### config.mk
export PLATFORM = sky130hd
export DESIGN_NAME = mctp_tx_packetizer
export DESIGN_NICKNAME = d
export VERILOG_FILES = /design/src/mctp_tx_pkg.sv /design/src/mctp_tx_front.sv /design/src/mctp_tx_queue.sv /design/src/mctp_tx_back.sv /design/src/mctp_tx_packetizer.sv
export VERILOG_INCLUDE_DIRS = /design/src /design/src/src
export SDC_FILE = /design/constraint.sdc
export NUM_CORES = 1
export LEC_CHECK = 0
export BUFFER_PORTS_ARGS = -buffer_cell sky130_fd_sc_hd__buf_2
export CAP_MARGIN = 20
export CELL_PAD_IN_SITES_DETAIL_PLACEMENT = 1
export CELL_PAD_IN_SITES_GLOBAL_PLACEMENT = 2
export CORE_ASPECT_RATIO = 1.1
export CORE_MARGIN = 1
export CORE_UTILIZATION = 36
export DETAILED_ROUTE_END_ITERATION = 7
export HOLD_SLACK_MARGIN = 0.05
export PLACE_DENSITY_LB_ADDON = 0.05
export REMOVE_ABC_BUFFERS = 1
export SLEW_MARGIN = 10
export SYNTH_ARGS = -nofsm -noshare
export SYNTH_HDL_FRONTEND = slang
export SYNTH_SLANG_ARGS = --single-unit
### constraint.sdc
create_clock -name clk -period 3.2 [get_ports clk]
set_input_delay 0.32 -clock clk [delete_from_list [all_inputs] [get_ports clk]]
set_output_delay 0.32 -clock clk [all_outputs]
set_load 0.05 [all_outputs]
### src/mctp_tx_packetizer_assert.svh
// assertion macros for the mctp transmit packetizer
`ifndef MCTP_TX_PACKETIZER_ASSERT_SVH
`define MCTP_TX_PACKETIZER_ASSERT_SVH

// same-cycle implication, sampled on clk, off during reset
`define MCTP_TX_IMPLY(label, ante, cons, msg) \
	label: assert property (@(posedge clk) disable iff (!arst_n) (ante) |-> (cons)) \
		else $error(msg);

// next-cycle implication, sampled on clk, off during reset
`define MCTP_TX_NEXT(label, ante, cons, msg) \
	label: assert property (@(posedge clk) disable iff (!arst_n) (ante) |=> (cons)) \
		else $error(msg);

`endif

### src/mctp_tx_pkg.sv
// shared types and constants of the mctp transmit packetizer
`timescale 1ns / 1ps
`default_nettype none
package mctp_tx_pkg;

	localparam int HEADER_BYTES = 4;
	localparam int QUEUE_DEPTH  = 2;

	localparam logic [7:0] HDR_VERSION = 8'd1;
	localparam logic [1:0] SEQ_MASK    = 2'b11;
	localparam logic [2:0] TAG_MASK    = 3'b111;

	localparam logic [7:0] MAX_PAYLOAD_RESET = 8'd64;
	localparam logic [7:0] OWN_EID_RESET     = 8'd8;

	localparam logic [7:0] REG_MAX_PAYLOAD = 8'd0;
	localparam logic [7:0] REG_OWN_EID     = 8'd1;

	// one classified input byte, handed from front to back
	typedef struct packed {
		logic       hdr_en;
		logic [7:0] dest;
		logic [7:0] src;
		logic [7:0] flags;
		logic [7:0] data;
		logic       pkt_start;
		logic       pkt_end;
	} desc_t;

endpackage
`default_nettype wire

### src/mctp_tx_front.sv
// front end: message state tracking and per-byte classification
`timescale 1ns / 1ps
`default_nettype none
module mctp_tx_front (
	input  wire                  clk,
	input  wire                  arst_n,
	input  wire                  in_valid,
	output logic                 in_ready,
	input  wire  [7:0]           data_byte,
	input  wire  [15:0]          msg_length,
	input  wire  [7:0]           dest_eid,
	input  wire                  owner_flag,
	input  wire  [2:0]           resp_tag,
	input  wire                  bridge,
	input  wire  [7:0]           max_payload,
	input  wire  [7:0]           own_eid,
	output logic                 push,
	output mctp_tx_pkg::desc_t   push_desc,
	input  wire                  full
);
	import mctp_tx_pkg::*;

	logic [15:0] bytes_left_q;
	logic [7:0]  ipc_q;
	logic [1:0]  pidx_q;
	logic [2:0]  rtag_q;
	logic [7:0]  dest_q;
	logic        owner_q;
	logic [2:0]  tag_q;
	logic        bridge_q;
	logic        first_q;

	logic        new_msg;
	logic [15:0] bl;
	logic [7:0]  dest_c;
	logic        owner_c;
	logic [2:0]  tag_c;
	logic        br_c;
	logic        fp_c;
	logic [1:0]  pidx_c;
	logic [7:0]  ipc_c;
	logic [7:0]  limit;
	logic [2:0]  hdr_tag;
	logic        eom;
	logic        pend;
	logic        last_byte;

	assign in_ready = !full;
	assign push     = in_valid && !full;

	always_comb begin
		new_msg   = (bytes_left_q == 16'd0);
		bl        = new_msg ? ((msg_length == 16'd0) ? 16'd1 : msg_length) : bytes_left_q;
		dest_c    = new_msg ? dest_eid : dest_q;
		owner_c   = new_msg ? owner_flag : owner_q;
		tag_c     = new_msg ? (resp_tag & TAG_MASK) : tag_q;
		br_c      = new_msg ? bridge : bridge_q;
		fp_c      = new_msg ? 1'b1 : first_q;
		pidx_c    = new_msg ? 2'd0 : pidx_q;
		ipc_c     = new_msg ? 8'd0 : ipc_q;
		limit     = (max_payload == 8'd0) ? 8'd1 : max_payload;
		hdr_tag   = owner_c ? (rtag_q & TAG_MASK) : tag_c;
		eom       = (bl <= {8'd0, limit});
		last_byte = (bl == 16'd1);
		pend      = br_c ? last_byte
			: (last_byte || (({1'b0, ipc_c} + 9'd1) >= {1'b0, limit}));

		push_desc.hdr_en    = !br_c && (ipc_c == 8'd0);
		push_desc.dest      = dest_c;
		push_desc.src       = own_eid;
		push_desc.flags     = {fp_c, eom, pidx_c & SEQ_MASK, owner_c, hdr_tag};
		push_desc.data      = data_byte;
		push_desc.pkt_start = br_c && fp_c;
		push_desc.pkt_end   = pend;
	end

	always_ff @(posedge clk or negedge arst_n) begin
		if (!arst_n) begin
			bytes_left_q <= 16'd0;
			ipc_q        <= 8'd0;
			pidx_q       <= 2'd0;
			rtag_q       <= 3'd0;
			dest_q       <= 8'd0;
			owner_q      <= 1'b0;
			tag_q        <= 3'd0;
			bridge_q     <= 1'b0;
			first_q      <= 1'b1;
		end else if (push) begin
			bytes_left_q <= bl - 16'd1;
			first_q      <= 1'b0;
			dest_q       <= dest_c;
			owner_q      <= owner_c;
			tag_q        <= tag_c;
			bridge_q     <= br_c;
			// a bridged message keeps the count at zero, a closing byte always ends its packet
			if (br_c) begin
				ipc_q  <= ipc_c;
				pidx_q <= pidx_c;
			end else if (pend) begin
				ipc_q  <= 8'd0;
				pidx_q <= pidx_c + 2'd1;
			end else begin
				ipc_q  <= ipc_c + 8'd1;
				pidx_q <= pidx_c;
			end
			if (last_byte && !br_c && owner_c)
				rtag_q <= rtag_q + 3'd1;
		end
	end

endmodule
`default_nettype wire

### src/mctp_tx_queue.sv
// small descriptor queue between front and back
`timescale 1ns / 1ps
`default_nettype none
module mctp_tx_desc_fifo (
	input  wire                  clk,
	input  wire                  arst_n,
	input  wire                  push,
	input  mctp_tx_pkg::desc_t   push_desc,
	output logic                 full,
	input  wire                  pop,
	output mctp_tx_pkg::desc_t   head,
	output logic                 empty
);
	import mctp_tx_pkg::*;

	localparam int PTR_W = $clog2(QUEUE_DEPTH);
	localparam int CNT_W = $clog2(QUEUE_DEPTH + 1);

	desc_t            mem_q [QUEUE_DEPTH];
	logic [PTR_W-1:0] wr_ptr_q;
	logic [PTR_W-1:0] rd_ptr_q;
	logic [CNT_W-1:0] count_q;

	assign full  = (count_q == CNT_W'(QUEUE_DEPTH));
	assign empty = (count_q == '0);
	assign head  = mem_q[rd_ptr_q];

	always_ff @(posedge clk) begin
		if (push)
			mem_q[wr_ptr_q] <= push_desc;
	end

	always_ff @(posedge clk or negedge arst_n) begin
		if (!arst_n) begin
			wr_ptr_q <= '0;
			rd_ptr_q <= '0;
			count_q  <= '0;
		end else begin
			if (push)
				wr_ptr_q <= (wr_ptr_q == PTR_W'(QUEUE_DEPTH - 1)) ? '0 : wr_ptr_q + 1'b1;
			if (pop)
				rd_ptr_q <= (rd_ptr_q == PTR_W'(QUEUE_DEPTH - 1)) ? '0 : rd_ptr_q + 1'b1;
			if (push && !pop)
				count_q <= count_q + 1'b1;
			else if (pop && !push)
				count_q <= count_q - 1'b1;
		end
	end

endmodule
`default_nettype wire

### src/mctp_tx_back.sv
// back end: header insertion and output word register
`timescale 1ns / 1ps
`default_nettype none
module mctp_tx_back (
	input  wire                  clk,
	input  wire                  arst_n,
	input  mctp_tx_pkg::desc_t   head,
	input  wire                  empty,
	output logic                 pop,
	output logic                 out_valid,
	input  wire                  out_ready,
	output logic [7:0]           out_byte,
	output logic                 pkt_start,
	output logic                 pkt_end,
	output logic                 last
);
	import mctp_tx_pkg::*;

	localparam int PH_W = $clog2(HEADER_BYTES + 1);

	logic [PH_W-1:0] phase_q;
	logic            load;
	logic            in_hdr;
	logic [7:0]      hdr_byte;

	assign load   = !empty && (!out_valid || out_ready);
	assign in_hdr = head.hdr_en && (phase_q < PH_W'(HEADER_BYTES));
	assign pop    = load && !in_hdr;

	always_comb begin
		unique case (phase_q)
			PH_W'(0): hdr_byte = HDR_VERSION;
			PH_W'(1): hdr_byte = head.dest;
			PH_W'(2): hdr_byte = head.src;
			PH_W'(3): hdr_byte = head.flags;
			default:  hdr_byte = head.data;
		endcase
	end

	always_ff @(posedge clk or negedge arst_n) begin
		if (!arst_n) begin
			phase_q   <= '0;
			out_valid <= 1'b0;
		end else begin
			if (load) begin
				out_valid <= 1'b1;
				phase_q   <= in_hdr ? phase_q + 1'b1 : '0;
			end else if (out_ready) begin
				out_valid <= 1'b0;
			end
		end
	end

	always_ff @(posedge clk) begin
		if (load) begin
			if (in_hdr) begin
				out_byte  <= hdr_byte;
				pkt_start <= (phase_q == '0);
				pkt_end   <= 1'b0;
				last      <= 1'b0;
			end else begin
				out_byte  <= head.data;
				pkt_start <= head.pkt_start;
				pkt_end   <= head.pkt_end;
				last      <= 1'b1;
			end
		end
	end

endmodule
`default_nettype wire

### src/mctp_tx_packetizer.sv
// top level of the mctp transmit packetizer
// Usage: message bytes enter on the s_ channel, one word per byte; the
// length, destination, tag owner, response tag and bridge flag are taken
// from the first byte of each message and ignored on the rest. Packet
// words leave on the m_ channel: tdata is the byte, tuser marks packet
// start and end, tlast marks the final word made from one input byte.
// The cfg channel writes max_payload (index 0) and own_eid (index 1); it
// is always ready and should only be used between messages.
// A non-bridged byte that opens a packet yields five words (four header, one
// payload), any other byte one word. The output register sends one word per
// cycle while m_tready is high, so plain payload bytes then stream at one per
// cycle and a packet opening costs four extra header words. The first output
// word is written to the queue when its input byte is accepted and then loaded
// into the output register.
// A two-entry queue decouples classification from header insertion, so
// input keeps flowing while output words wait for m_tready. When the
// receiver stalls, the output word holds and the queue fills; s_tready
// drops once it is full. Reset clears message state, the rolling tag, the
// queue and the output valid, and loads max_payload 64 and own_eid 8.
`timescale 1ns / 1ps
`default_nettype none
module mctp_tx_packetizer (
	input  wire         clk,
	input  wire         arst_n,
	input  wire         s_tvalid,
	output logic        s_tready,
	// data_byte, msg_length, dest_eid, owner_flag, resp_tag, bridge, zero fill
	input  wire  [39:0] s_tdata,
	output logic        m_tvalid,
	input  wire         m_tready,
	// out_byte
	output logic [7:0]  m_tdata,
	// pkt_start, pkt_end
	output logic [1:0]  m_tuser,
	output logic        m_tlast,
	input  wire         cfg_valid,
	output logic        cfg_ready,
	input  wire  [7:0]  cfg_index,
	input  wire  [7:0]  cfg_data
);
	import mctp_tx_pkg::*;

	`include "mctp_tx_packetizer_assert.svh"

	logic [7:0] max_payload_q;
	logic [7:0] own_eid_q;
	logic       q_push;
	logic       q_pop;
	logic       q_full;
	logic       q_empty;
	desc_t      q_in;
	desc_t      q_head;

	assign cfg_ready = 1'b1;

	always_ff @(posedge clk or negedge arst_n) begin
		if (!arst_n) begin
			max_payload_q <= MAX_PAYLOAD_RESET;
			own_eid_q     <= OWN_EID_RESET;
		end else if (cfg_valid) begin
			if (cfg_index == REG_MAX_PAYLOAD)
				max_payload_q <= cfg_data;
			else if (cfg_index == REG_OWN_EID)
				own_eid_q <= cfg_data;
		end
	end

	mctp_tx_front u_front (
		.clk         (clk),
		.arst_n      (arst_n),
		.in_valid    (s_tvalid),
		.in_ready    (s_tready),
		.data_byte   (s_tdata[7:0]),
		.msg_length  (s_tdata[23:8]),
		.dest_eid    (s_tdata[31:24]),
		.owner_flag  (s_tdata[32]),
		.resp_tag    (s_tdata[35:33]),
		.bridge      (s_tdata[36]),
		.max_payload (max_payload_q),
		.own_eid     (own_eid_q),
		.push        (q_push),
		.push_desc   (q_in),
		.full        (q_full)
	);

	mctp_tx_desc_fifo u_queue (
		.clk       (clk),
		.arst_n    (arst_n),
		.push      (q_push),
		.push_desc (q_in),
		.full      (q_full),
		.pop       (q_pop),
		.head      (q_head),
		.empty     (q_empty)
	);

	mctp_tx_back u_back (
		.clk       (clk),
		.arst_n    (arst_n),
		.head      (q_head),
		.empty     (q_empty),
		.pop       (q_pop),
		.out_valid (m_tvalid),
		.out_ready (m_tready),
		.out_byte  (m_tdata),
		.pkt_start (m_tuser[0]),
		.pkt_end   (m_tuser[1]),
		.last      (m_tlast)
	);

	// header words never close a packet
	`MCTP_TX_IMPLY(a_hdr_no_end, m_tvalid && !m_tlast, !m_tuser[1], "header word ends packet")
	// the front never writes a full queue
	`MCTP_TX_IMPLY(a_no_overflow, q_push, !q_full, "push into full queue")
	// the back never pops an empty queue
	`MCTP_TX_IMPLY(a_no_underflow, q_pop, !q_empty, "pop from empty queue")
	// a push without a pop leaves the queue occupied
	`MCTP_TX_NEXT(a_push_holds, q_push && !q_pop, !q_empty, "pushed word lost")

endmodule
`default_nettype wire

Word level (Yosys, flattened, before mapping)
Memory sizes are Yosys's and may differ from the RTL's.
Cells that the tools add are included.
Cells by class
  add/sub/neg operators: 10
  order comparisons: 3
  equal/unequal tests: 6
  multiplexer cells: 29
  bitwise logic cells: 1
  reduce and logical (&&, ||, !) cells: 31
Operators with widths (number)
  $mux W8: 6
  $logic_not A16 Y1: 2
  $mux W16: 2
  $pmux W8 S4: 1
  $logic_not A8 Y1: 3
  $eq A16 B1 Y1 const B: 1
  $le A16 B8 Y1: 1
  $sub A16 B1 Y16 const B: 1
  $mux W1: 12
  $logic_and A1 B1 Y1: 10
  $mux W2: 5
  $add A8 B1 Y9 const B: 1
  $ge A9 B8 Y1: 1
  $mux W3: 3
  $add A8 B1 Y8 const B: 1
  $eq A8 B1 Y1 const B: 1
  $logic_not A1 Y1: 7
  $add A3 B1 Y3 const B: 2
  $eq A3 B2 Y1 const B: 2
  $add A2 B1 Y2 const B: 2
  $reduce_and A2 Y1: 2
  $reduce_bool A2 Y1: 2
  $eq A3 B1 Y1 const B: 1
  $logic_not A3 Y1: 1
  8 further kinds: 10
Storage, ports and cells
  register bits: 78
  bits in writable memories: 70
  input bits: 61
  output and inout bits: 14
  word-level logic and storage cells: 101
  memories kept: 1
Memory list
  u_queue.mem_q: depth 2, width 35, read ports 1, clocked after memory_dff 0, wr ports 1, line mctp_tx_queue.sv:19  | desc_t mem_q [QUEUE_DEPTH];

Longest topological paths before layout
Gate-level depths: netlist of the first run.
  depth after elaboration: 8
  depth in mapped cells: 15

By module
A second synthesis of the first run with hierarchy kept.
Second synthesis, totals
  cells, all modules: 638
  area, all modules: 7728.7 um^2
Modules (own cells, without submodules)
  mctp_tx_front: instances 1, cells an instance 406, area each 3400.8 um^2, seq. area each 1077.3 um^2
  mctp_tx_desc_fifo: instances 1, cells an instance 125, area each 2862.7 um^2, seq. area each 2202.1 um^2
  mctp_tx_back: instances 1, cells an instance 67, area each 792.0 um^2, seq. area each 430.4 um^2
  mctp_tx_packetizer: instances 1, cells an instance 40, area each 673.1 um^2, seq. area each 402.9 um^2

Worst setup path before layout of the first run
Ideal clock, no wire load.
  kind: reg2reg
  start: reg u_front.bytes_left_q[3]
  end: reg u_front.ipc_q[5]
  setup time: 0.087 ns
  data arrival time: 3.325 ns
  data required time: 3.113 ns
  setup slack: -0.212 ns
  stages on the path, launching flop included: 16
  path through: dfrtp_1 -> nor4_4 -> and4_1 -> buf_4 -> nand2_4 -> clkbuf_1 -> clkbuf_1 -> nand2_1 -> ha_1 -> ha_1 -> a211oi_1 -> o21ai_0 -> a211oi_1 -> nand4_1 -> or3_1 -> o211ai_1
Between the ends
  cells in the longest elaborated chain, start to end: 8
  elaborated cells on any way between the ends: 12
Ends and longest elaborated chain
  from (decl): line mctp_tx_front.sv:23  | logic [15:0] bytes_left_q;
  from (signal assigned): line mctp_tx_front.sv:89  | bytes_left_q <= bl - 16'd1;
  $logic_not A16 Y1: line mctp_tx_front.sv:52  | new_msg = (bytes_left_q == 16'd0);
  $mux W8: line mctp_tx_front.sv:60  | ipc_c = new_msg ? 8'd0 : ipc_q;
  $add A8 B1 Y9: line mctp_tx_front.sv:66  | : (last_byte || (({1'b0, ipc_c} + 9'd1) >= {1'b0, limit}));
  $ge A9 B8 Y1: line mctp_tx_front.sv:66
  $logic_or A1 B1 Y1: line mctp_tx_front.sv:66
  $mux W1: line mctp_tx_front.sv:65  | pend = br_c ? last_byte
  $mux W8: line mctp_tx_front.sv:99  | end else if (pend) begin
  $mux W8 *: line mctp_tx_front.sv:96  | if (br_c) begin
  to (signal assigned): line mctp_tx_front.sv:97  | ipc_q <= ipc_c;
  to (signal assigned): line mctp_tx_front.sv:103  | ipc_q <= ipc_c + 8'd1;
  to (decl): line mctp_tx_front.sv:24  | logic [7:0] ipc_q;
Mark *: on every way between the ends. The rest lies on a longest branch, timed or not.
A chain may end at the register's enable or synchronous reset.

Final worst setup path of the first run
  start: reg u_front.bytes_left_q[0]
  end: reg u_front.ipc_q[7]
The elaborated chain is that of the path after synthesis.

==> flow_summary_export.csv, run 1 <==
group,metric,value,unit
grt,antenna_found_initial,0,
worst_setup_path,cp_data_required_time,3.53,ns
drt,post_drt_wl_per_cell,19.9,um
grt,grt_util_all_layers,0.211,
yosys,ys_async_sr_fraction,0.453,
timing,hold_violations,0,
min_path,holdPathEnd,"u_queue.mem_q[0][8]",
drt,vias,5584,
yosys,synth_top_area_share,0.334,
run_status,outcome,"completed",
worst_setup_path,rr_startpoint,"u_front.bytes_left_q[0]",
yosys,synth.avg_cell_area,11.2,sq um
floorplanning,coreArea,19800,sq um
timing,fin_ws,0.0301,ns
yosys,ys_top_cells_by_count,"nand2_1 (105), edfxtp_1 (81), dfrtp_1 (64)",
placement,portBuffers,70,
floorplanning,die_height,151,um
yosys,syn_area,7280,sq um
yosys,yosysMostFrequentCell,"nand2_1",
clock_tree,htreeDepth,4,
min_path,worst_hold_path_type,"in2reg",
floorplanning,die_w,138,um
grt,grt_max_degree,36,
power_and_ir_drop,powerDensity,904,nW/um^2
timing,fmax,0.315,GHz
yosys,synth-edff-count,81,
drt,ant_nets,0,
drt,viasPerCell,5.37,
grt,grt_pass1_vias,5994,
finish,final_area,9060,sq um
clock_tree,cts_tree,"yes",
worst_setup_path,r2r_cells,13,
clock_tree,cts-root-buf,"clkbuf_16",
timing,clock_skew,0.0121,ns
timing,fin_crit_sh,0.991,
min_path,holdPathStages,1,
placement,dp_slack,-0.192,ns
finish,antennaDiodeCount,0,
floorplanning,start_util,0.368,
drt,dr.pass1.iters,4,
drt,routed_wl,20700,um
worst_setup_path,start_kind,"flip-flop",
worst_setup_path,worstPathMaxFanout,5,
timing,hold-worst-slack,0.0774,ns
worst_setup_path,rr_endpoint,"u_front.ipc_q[7]",
grt,grt_pass1_wl,32600,um
timing,maxSlewViolCount,0,
floorplanning,die-area,20800,sq um
yosys,ys.flop_type,"edfxtp_1",
power_and_ir_drop,power_leakage,3.83,nW
yosys,ys_seq_area_frac,0.565,
clock_tree,path_clk_slew,0.07,ns
power_and_ir_drop,peakVddDrop,0.000397,V
drt,drt_iter0_drc,240,
timing,grt_setup_unrepaired,"yes",
floorplanning,ioPinCount,75,
placement,dp_hpwl,15300,um
finish,drive_gt1_frac,0.293,
worst_setup_path,crit_type,"reg2reg",
clock_tree,insertion_delay,0.43,ns
worst_setup_path,cp-end-kind,"flip-flop",
yosys,synth-seq-cells,148,
clock_tree,cts.path.max_buffers,2,
finish,synthToLayoutAreaGrowth,24.5,%
yosys,synthCells,649,
grt,grt_overflow_total,0,
timing,worst_pin_slew,0.954,ns
drt,drc_errors,0,
finish,fill_cells,2175,
worst_setup_path,worst_ep_arrival_time,3.50,ns
timing,slew_headroom,0.364,
clock_tree,cts.sinks,148,
run,drv_cap,0,
timing,setup_violations,0,
clock_tree,cts_inserted_buffers,17,
yosys,ys_types,72,
placement,post_dp_cell_area,8260,sq um
floorplanning,fp-row-count,54,
finish,final_nets,862,
placement,routabilityCongestion,0.853,
min_path,worstHoldStart,"s_tdata[6]",
timing,finalCriticalPeriod,3.17,ns
yosys,synth_largest_area_cell,"edfxtp_1",
yosys,synth_area_leaders,"edfxtp_1 (33%), dfrtp_1 (22%), nand2_1 (5.4%)",
worst_setup_path,r2r_slack,0.03,ns
yosys,synth_warnings,0,
layout by cell type (no fill, tap or decap), types with 4 or more instances in the layout:
cell type	n
a2111oi_0	4
a21o_1	9
a21oi_1	31
a221o_1	4
a221oi_1	9
a31oi_1	11
buf_2	70
buf_4	59
clkbuf_16	17
dfrtp_1	64
edfxtp_1	81
ha_1	22
ha_4	4
inv_1	24
inv_6	5
mux2_2	23
mux2i_1	14
nand2_1	103
nand2b_1	5
nand3_1	12
nand4_1	6
nor2_1	35
nor2b_1	7
nor3_1	11
nor4_1	5
o21a_1	4
o21ai_0	27
o22ai_1	6
o31ai_1	4
or3_1	7
xnor2_1	7
xor2_1	6
power by group:
part,switching [mW],total (mW),internal (mW)
logic,2.01,3.25,1.24
clock network,0.826,1.91,1.08
registers,0.335,3.03,2.70
worst max-delay path, cell delays in order, from the launching register on:
cell and delay (ns):
dfrtp_1 0.42, nor4_4 0.36, and4_4 0.31, nand2_4 0.06, buf_6 0.14, nand2_4 0.07
ha_4 0.21, ha_4 0.16, a211oi_2 0.19, o21ai_2 0.10, a211oi_2 0.29, nand4_1 0.27
or3_4 0.45, o221ai_2 0.06
routing by layer:
layer,vias to the layer above,track usage,share of wire
met5,-,0,0
met4,0,0.0747,0.020
met3,28,0.0398,0.031
met2,96,0.370,0.51
met1,2812,0.257,0.44
li1,2648,-,-
through the flow:
step                      std cells   util  total power [mW]  setup TNS (ns)
after floorplan                 622      -              4.92           -9.96
after global placement         1001  0.417              5.99          -0.511
after detailed placement       1001  0.417              6.11           -1.49
after CTS                      1036  0.449              8.10         -0.0430
after global routing           1040  0.458              8.72          -0.188
final                          1040  0.458              8.19               0
logic make-up after synthesis:
group,share of synthesized area
xor+xnor,0.0156
fa+ha+maj,0.0447
buf+inv,0.0302
compound gates,0.136
simple gates,0.151
other cells,0.000515
flops,0.565
mux,0.0564
state kept, by name, indices dropped and copies added (netlist names):
register	cells
u_front.ipc_q	8
u_back.out_valid	1
u_back.pkt_start	1
u_back.phase_q	3
max_payload_q	8
u_back.last	1
u_front.pidx_q	2
u_queue.rd_ptr_q	1
u_front.dest_q	8
u_queue.count_q	2
u_front.first_q	1
u_front.owner_q	1
u_queue.mem_q	70
own_eid_q	8
u_front.bytes_left_q	16
u_front.rtag_q	3
u_front.bridge_q	1
u_front.tag_q	3
u_back.out_byte	8
u_queue.wr_ptr_q	1
u_back.pkt_end	1
worst max path at each step:
stage                       startpoint  slack [ns]                    to
5_1_grt        u_front.bytes_left_q[5]       -0.08      u_front.ipc_q[7]
6_report       u_front.bytes_left_q[0]        0.03      u_front.ipc_q[7]
2_1_floorplan       u_queue.count_q[0]       -0.27   u_queue.mem_q[0][0]
4_1_cts        u_front.bytes_left_q[3]       -0.02      u_front.ipc_q[5]
3_5_place_dp   u_front.bytes_left_q[3]       -0.19  u_queue.mem_q[0][16]
3_3_place_gp   u_front.bytes_left_q[3]       -0.08  u_queue.mem_q[0][16]
cell type report:
cell class	count	area (sq um)	share of cell area
Inverter	26	100	0.0110
Tap cell	252	315	0.0348
Clock inverter	13	124	0.0137
Clock buffer	19	433	0.0478
Multi-Input combinational cell	448	3120	0.345
Sequential cell	148	4110	0.454
Timing Repair Buffer	134	857	0.0945
repair_timing:
item                                    4_1_cts  5_1_grt
endpoints found under the setup margin       14       15
pin swaps                                     3       17
gates resized for setup                      11       28
hold endpoints to repair                     15        0
gates cloned                                  0        0
buffers inserted                              2        5
hold buffers                                  1        0
Power figures use the tool's default switching activity.
==> inputs of run 2 (changes only) <==
--- a/config.mk
+++ b/config.mk
@@ -6,13 +6,14 @@
 export SDC_FILE = /design/constraint.sdc
 export NUM_CORES = 1
 export LEC_CHECK = 0
+export ABC_AREA = 1
 export BUFFER_PORTS_ARGS = -buffer_cell sky130_fd_sc_hd__buf_2
 export CAP_MARGIN = 20
 export CELL_PAD_IN_SITES_DETAIL_PLACEMENT = 1
 export CELL_PAD_IN_SITES_GLOBAL_PLACEMENT = 2
 export CORE_ASPECT_RATIO = 1.1
 export CORE_MARGIN = 1
-export CORE_UTILIZATION = 36
+export CORE_UTILIZATION = 33
 export DETAILED_ROUTE_END_ITERATION = 7
 export HOLD_SLACK_MARGIN = 0.05
 export PLACE_DENSITY_LB_ADDON = 0.05
==> flow_summary_export.csv, run 2 <==
group,metric,value,unit
run_status,outcome,"completed",
worst_setup_path,crit_top_cell,"nand2_1",
yosys,yosysMostFrequentCell,"nand2_1",
placement,routabilityCongestion,0.814,
min_path,holdPathStages,1,
grt,globalRoute.busiestLayer,"met2",
drt,viasPerCell,4.80,
floorplanning,die_w,145,um
finish,drive_gt1_frac,0.166,
clock_tree,path_clk_slew,0.07,ns
grt,antenna_found_initial,0,
power_and_ir_drop,powerDensity,851,nW/um^2
finish,top_regs,"u_queue.mem_q x70, u_front.bytes_left_q x16",
timing,maxSlewViolCount,0,
drt,ant_nets,0,
yosys,synth_largest_area_cell,"edfxtp_1",
timing,worst_pin_slew,0.966,ns
clock_tree,insertion_delay,0.42,ns
grt,grt_overflow_total,0,
power_and_ir_drop,total_power,7.39,mW
worst_setup_path,worstPathMaxFanout,13,
power_and_ir_drop,peakVddDrop,0.000350,V
yosys,syn_area,7380,sq um
clock_tree,cts.sinks,148,
drt,dr.pass1.iters,4,
timing,hold_violations,0,
finish,most-common-layout-cells,"nand2_1 (212), inv_1 (81), edfxtp_1 (81)",
timing,fmax,0.345,GHz
power_and_ir_drop,p_int,4.41,mW
timing,clock_skew,0.0140,ns
power_and_ir_drop,p_seq_frac,0.378,
clock_tree,cts_hold_buf,0,
power_and_ir_drop,power_frac_clock,0.265,
clock_tree,postCtsSetupRepairBufs,0,
power_and_ir_drop,power_switching,2.98,mW
drt,post_drt_wl_per_cell,16.8,um
finish,synthToLayoutAreaGrowth,17.5,%
yosys,synth-edff-count,81,
power_and_ir_drop,power.share.switching,0.403,
yosys,ys_top_cells_by_count,"nand2_1 (212), edfxtp_1 (81), inv_1 (81)",
worst_setup_path,crit_type,"reg2reg",
finish,largest_register_ffs,70,
drt,routed_wl,20000,um
floorplanning,ioPinCount,75,
finish,top_register,"u_queue.mem_q",
yosys,synth_warnings,0,
yosys,synth.avg_cell_area,9.15,sq um
placement,dp_hpwl,14600,um
grt,grt_util_all_layers,0.188,
timing,slew_headroom,0.356,
timing,setup_tns,0,ns
grt,grt_pass1_wl,32600,um
power_and_ir_drop,power_leakage,3.87,nW
grt,grt_pass1_vias,6165,
worst_setup_path,cpPeakStageDelay,0.39,ns
floorplanning,fp-row-count,57,
power_and_ir_drop,p_comb_frac,0.357,
yosys,synth_area_leaders,"edfxtp_1 (33%), dfrtp_1 (22%), nand2_1 (11%)",
finish,final_nets,972,
run,drv_cap,0,
clock_tree,cts_tree,"yes",
grt,grt_max_degree,68,
yosys,ys_async_sr_fraction,0.453,
worst_setup_path,r2r_cells,20,
yosys,ys.flop_type,"edfxtp_1",
timing,grt_setup_unrepaired,"no",
clock_tree,cts_resized,0,
drt,drt_iter0_drc,214,
yosys,synth-seq-cells,148,
yosys,ys_seq_area_frac,0.557,
timing,finalCriticalPeriod,2.90,ns
grt,grt_use_met2,0.338,
worst_setup_path,cp_data_required_time,3.51,ns
finish,final_cells,1193,
drt,vias,5725,
drt,drc_errors,0,
placement,placed_cells,1160,
timing,setup_violations,0,
timing,fin_crit_sh,0.905,
yosys,synth_top_area_share,0.329,
worst_setup_path,cp_slowest_cell,"dfrtp_1",
yosys,ys_types,48,
yosys,synthCells,807,
floorplanning,die-area,23000,sq um
clock_tree,cts-root-buf,"clkbuf_16",
finish,antennaDiodeCount,0,
grt,grtUsageMet3,0.0329,
worst_setup_path,start_kind,"flip-flop",
timing,hold-worst-slack,0.0922,ns
clock_tree,cts_inserted_buffers,17,
placement,portBuffers,70,
worst_setup_path,path_cells,"nor2_1 -> nand2_1 -> nor2_4 -> nand2_4 -> buf_4 -> nand2_1 -> ha_1 -> ha_1 -> nand4_1 -> nand2b_1 -> nand2_1 -> nand2_1 -> nand2_1 -> nand2_1 -> nand3_1 -> nand2_2 -> nand2_4 -> nand2_1 -> nand2_1 -> nand2_1",
worst_setup_path,worst_ep_arrival_time,3.20,ns
grt,met1_usage,0.230,
min_path,worst_hold_path_type,"in2reg",
finish,final_common_cell,"nand2_1",
clock_tree,htreeDepth,4,
floorplanning,start_util,0.335,
floorplanning,die_height,159,um
worst_setup_path,cp-end-kind,"flip-flop",
floorplanning,coreArea,22000,sq um
clock_tree,cts.path.max_buffers,2,
[run 2: cell types whose count changed after synthesis, moves of 12 or more]
cell and change:
nand3_1 +35, mux2_2 -22, inv_1 +56, a21oi_1 -13
nor2_1 +43, o21ai_0 +33, nand2_1 +107, mux2i_1 -12
[run 2: power by group through the flow]
stage               sequential (mW)  clock [mW]  combinational [mW]
floorplan                      3.11           0                1.50
global placement               2.80           0                2.62
detailed placement             2.83           0                2.69
CTS                            2.79        2.03                2.71
global route                   2.84        2.10                2.99
finish                         2.79        1.96                2.64
[run 2: area by class of cell]
type | instances | area (sq um)
clock buffer | 17 | 425
fill | 2528 | 13400
sequential | 148 | 4110
timing repair buffer | 85 | 463
clock inverter | 15 | 160
tap | 295 | 369
inverter | 86 | 323
multi-input combinational | 547 | 2820
[run 2: routing by layer]
layer	vias to the layer above	part of all wire
met5	-	0
li1	2850	-
met4	0	0.0059
met2	63	0.53
met3	6	0.023
met1	2806	0.44
[run 2: final timing paths]
kind	to	start	slack, ns
max	u_front.pidx_q[1]	u_front.bytes_left_q[9]	0.30
min	u_queue.mem_q[0][8]	s_tdata[6]	0.09
max reg2reg	u_front.pidx_q[1]	u_front.bytes_left_q[9]	0.30
min reg2reg	u_queue.mem_q[0][24]	own_eid_q[6]	0.48
max in group asynchronous	u_front.rtag_q[2]	arst_n	2.44
min in group asynchronous	u_front.bytes_left_q[9]	arst_n	0.14
[run 2: logic make-up (layout without fill, tap and decap cells)]
kind of cell             count (synthesis)  after routing  synth area share
AO/OA/AOI/OAI                          126            126            0.0973
XOR/XNOR                                 7              7           0.00831
adder cells (fa/ha/maj)                 26             26            0.0441
buffers and inverters                  112            203            0.0627
flip-flops                             148            148             0.557
multiplexers                             3              3           0.00424
other                                    1              1          0.000508
AND/OR/NAND/NOR                        384            384             0.226
[run 2: worst max-delay path: cells and delay by family, from the launching register on]
| family | cells | cell delay (ns) |
|---|---|---|
| flops | 1 | 0.39 |
| buf+inv | 1 | 0.23 |
| fa+ha+maj | 2 | 0.52 |
| simple gates | 17 | 1.63 |
[run 2: metrics by stage]
stage          instance area (sq um)  setup slack [ns]  utilization
2_1_floorplan                   7240            -0.148            -
3_3_place_gp                    8080             0.330        0.367
3_5_place_dp                    8080             0.207        0.367
4_1_cts                         8670             0.195        0.393
5_1_grt                         8670            0.0277        0.394
6_report                        8670             0.303        0.394
==> inputs of run 3 (changes only) <==
--- a/config.mk
+++ b/config.mk
@@ -14,10 +14,13 @@
 export CORE_ASPECT_RATIO = 1.1
 export CORE_MARGIN = 1
 export CORE_UTILIZATION = 33
+export CTS_CLUSTER_DIAMETER = 120
 export DETAILED_ROUTE_END_ITERATION = 7
 export HOLD_SLACK_MARGIN = 0.05
 export PLACE_DENSITY_LB_ADDON = 0.05
+export RECOVER_POWER = 100
 export REMOVE_ABC_BUFFERS = 1
+export SETUP_SLACK_MARGIN = 0.05
 export SLEW_MARGIN = 10
 export SYNTH_ARGS = -nofsm -noshare
 export SYNTH_HDL_FRONTEND = slang
==> flow_summary_export.csv, run 3 (same netlist as run 2, synthesis figures left out) <==
group,metric,value,unit
run_status,violations,"capacitance limit, slew limit",
floorplanning,die-area,23000,sq um
min_path,holdPathEnd,"u_back.out_valid",
timing,clock_skew,0.0122,ns
timing,setup_tns,0,ns
placement,routabilityCongestion,0.814,
drt,drt_iter0_drc,215,
drt,viasPerCell,4.79,
clock_tree,htreeDepth,4,
floorplanning,die_height,159,um
worst_setup_path,crit_type,"reg2reg",
clock_tree,cts.sinks,148,
timing,finalCriticalPeriod,2.85,ns
clock_tree,cts.path.max_buffers,2,
timing,maxSlewViolCount,68,
worst_setup_path,worst_ep_arrival_time,3.16,ns
grt,grt_max_degree,68,
finish,final_nets,972,
clock_tree,path_clk_slew,0.07,ns
drt,post_drt_wl_per_cell,16.8,um
floorplanning,coreArea,22000,sq um
grt,grt_pass1_vias,6165,
timing,hold_violations,0,
drt,dr.pass1.iters,4,
clock_tree,cts_inserted_buffers,17,
timing,slew_headroom,-0.252,
worst_setup_path,rr_startpoint,"u_front.bytes_left_q[9]",
timing,grt_setup_unrepaired,"no",
finish,final_area,8590,sq um
worst_setup_path,cp_slowest_cell,"dfrtp_1",
worst_setup_path,rr_endpoint,"u_front.pidx_q[0]",
drt,vias,5713,
timing,worst_pin_slew,1.88,ns
drt,routed_wl,20100,um
grt,grtUsageMet3,0.0329,
worst_setup_path,crit_top_cell,"nand2_1",
finish,drive_gt1_frac,0.130,
worst_setup_path,cp_data_required_time,3.51,ns
placement,post_dp_cell_area,8080,sq um
clock_tree,cts_tree,"yes",
floorplanning,start_util,0.335,
finish,top_regs,"u_queue.mem_q x70, u_front.bytes_left_q x16",
worst_setup_path,r2r_cells,22,
clock_tree,cts_hold_buf,0,
worst_setup_path,cp-end-kind,"flip-flop",
placement,placed_cells,1160,
placement,dp_hpwl,14600,um
grt,grt_overflow_total,0,
floorplanning,fp-row-count,57,
floorplanning,ioPinCount,75,
finish,largest_register_ffs,70,
min_path,holdPathStages,2,
worst_setup_path,cpPeakStageDelay,0.39,ns
drt,drc_errors,0,
timing,fmax,0.350,GHz
timing,setup_violations,0,
floorplanning,die_w,145,um
finish,final_common_cell,"nand2_1",
worst_setup_path,worstPathMaxFanout,13,
clock_tree,cts-root-buf,"clkbuf_16",
min_path,worst_hold_path_type,"in2reg",
min_path,worstHoldStart,"m_tready",
finish,final_cells,1193,
clock_tree,insertion_delay,0.42,ns
run,drv_cap,1,
placement,portBuffers,70,
grt,globalRoute.busiestLayer,"met2",
finish,antennaDiodeCount,0,
power_and_ir_drop,power_leakage,3.82,nW
worst_setup_path,r2r_slack,0.35,ns
grt,grt_util_all_layers,0.188,
power_and_ir_drop,peakVddDrop,0.000354,V
finish,synthToLayoutAreaGrowth,16.4,%
worst_setup_path,start_kind,"flip-flop",
grt,grt_use_met2,0.338,
drt,ant_nets,0,
timing,fin_crit_sh,0.892,
finish,most-common-layout-cells,"nand2_1 (212), inv_1 (84), nor2_1 (81), edfxtp_1 (81), o21ai_0 (68)",
run_status,outcome,"complete, but fails checks",
grt,antenna_found_initial,0,
finish,top_register,"u_queue.mem_q",
grt,grt_pass1_wl,32600,um
grt,met1_usage,0.230,
worst_setup_path,path_cells,"nor2_1 -> nand2_1 -> nor2_4 -> nand2_4 -> inv_1 -> buf_4 -> o21ai_0 -> inv_1 -> nor2_1 -> ha_1 -> nand4_1 -> nand2b_1 -> nand2_1 -> nand2_1 -> nand2_1 -> nand2_1 -> nand3_1 -> nand2_4 -> nand2_4 -> nand2_1 -> nand2_1 -> nand2_1",
power_and_ir_drop,powerDensity,852,nW/um^2
[run 3: through the flow]
stage	hold WS, ns	worst slack (ns)	total power, mW	utilization
CTS	0.0685	0.195	7.53	0.393
finish	0.0910	0.346	7.32	0.390
floorplan	0.0244	-0.148	4.60	-
global route	0.0660	0.0577	7.87	0.390
global placement	0.456	0.330	5.42	0.367
detailed placement	0.470	0.207	5.52	0.367
[run 3: layout make-up]
cell class	instances	area (sq um)
clock inverters	15	160
well taps	295	369
multi-input cells	547	2770
repair buffers	85	428
inverters	86	323
fillers	2546	13400
clock buffers	17	425
flip-flops and latches	148	4110
[run 3: where the power goes]
part           switching, mW  leakage [nW]  internal (mW)
combinational           1.86          1.90          0.709
clock                  0.913         0.282           1.04
sequential             0.196          1.64           2.60
total                   2.96          3.82           4.35
[run 3: metal layers]
metal	up-vias	routed length, um
met5	-	0
met4	0	173
met3	10	485
met2	59	10500
met1	2793	8870
li1	2851	-
[run 3: repair_timing]
action | 4_1_cts | 5_1_grt
hold endpoints to repair | 0 | 0
endpoints found under the setup margin | 0 | 9
setup buffers | 0 | 1
resized for setup | 0 | 2
[run 3: worst max path at each step]
stage | from | to | slack (ns)
after floorplan | u_queue.count_q[0] | u_queue.mem_q[1][0] | -0.15
after global placement | u_front.bytes_left_q[3] | u_queue.mem_q[0][0] | 0.33
after detailed placement | u_front.bytes_left_q[3] | u_queue.mem_q[0][0] | 0.21
after CTS | u_front.bytes_left_q[3] | u_queue.mem_q[1][0] | 0.19
after global routing | u_front.bytes_left_q[9] | u_front.pidx_q[1] | 0.06
final | u_front.bytes_left_q[9] | u_front.pidx_q[0] | 0.35
[run 3: worst max-delay path, delay by kind of cell (launching register included)]
kind / cells / cell delay, ns
simple gates: 17 / 1.58
fa+ha+maj: 1 / 0.30
compound gates: 1 / 0.10
buf+inv: 3 / 0.36
flops: 1 / 0.39
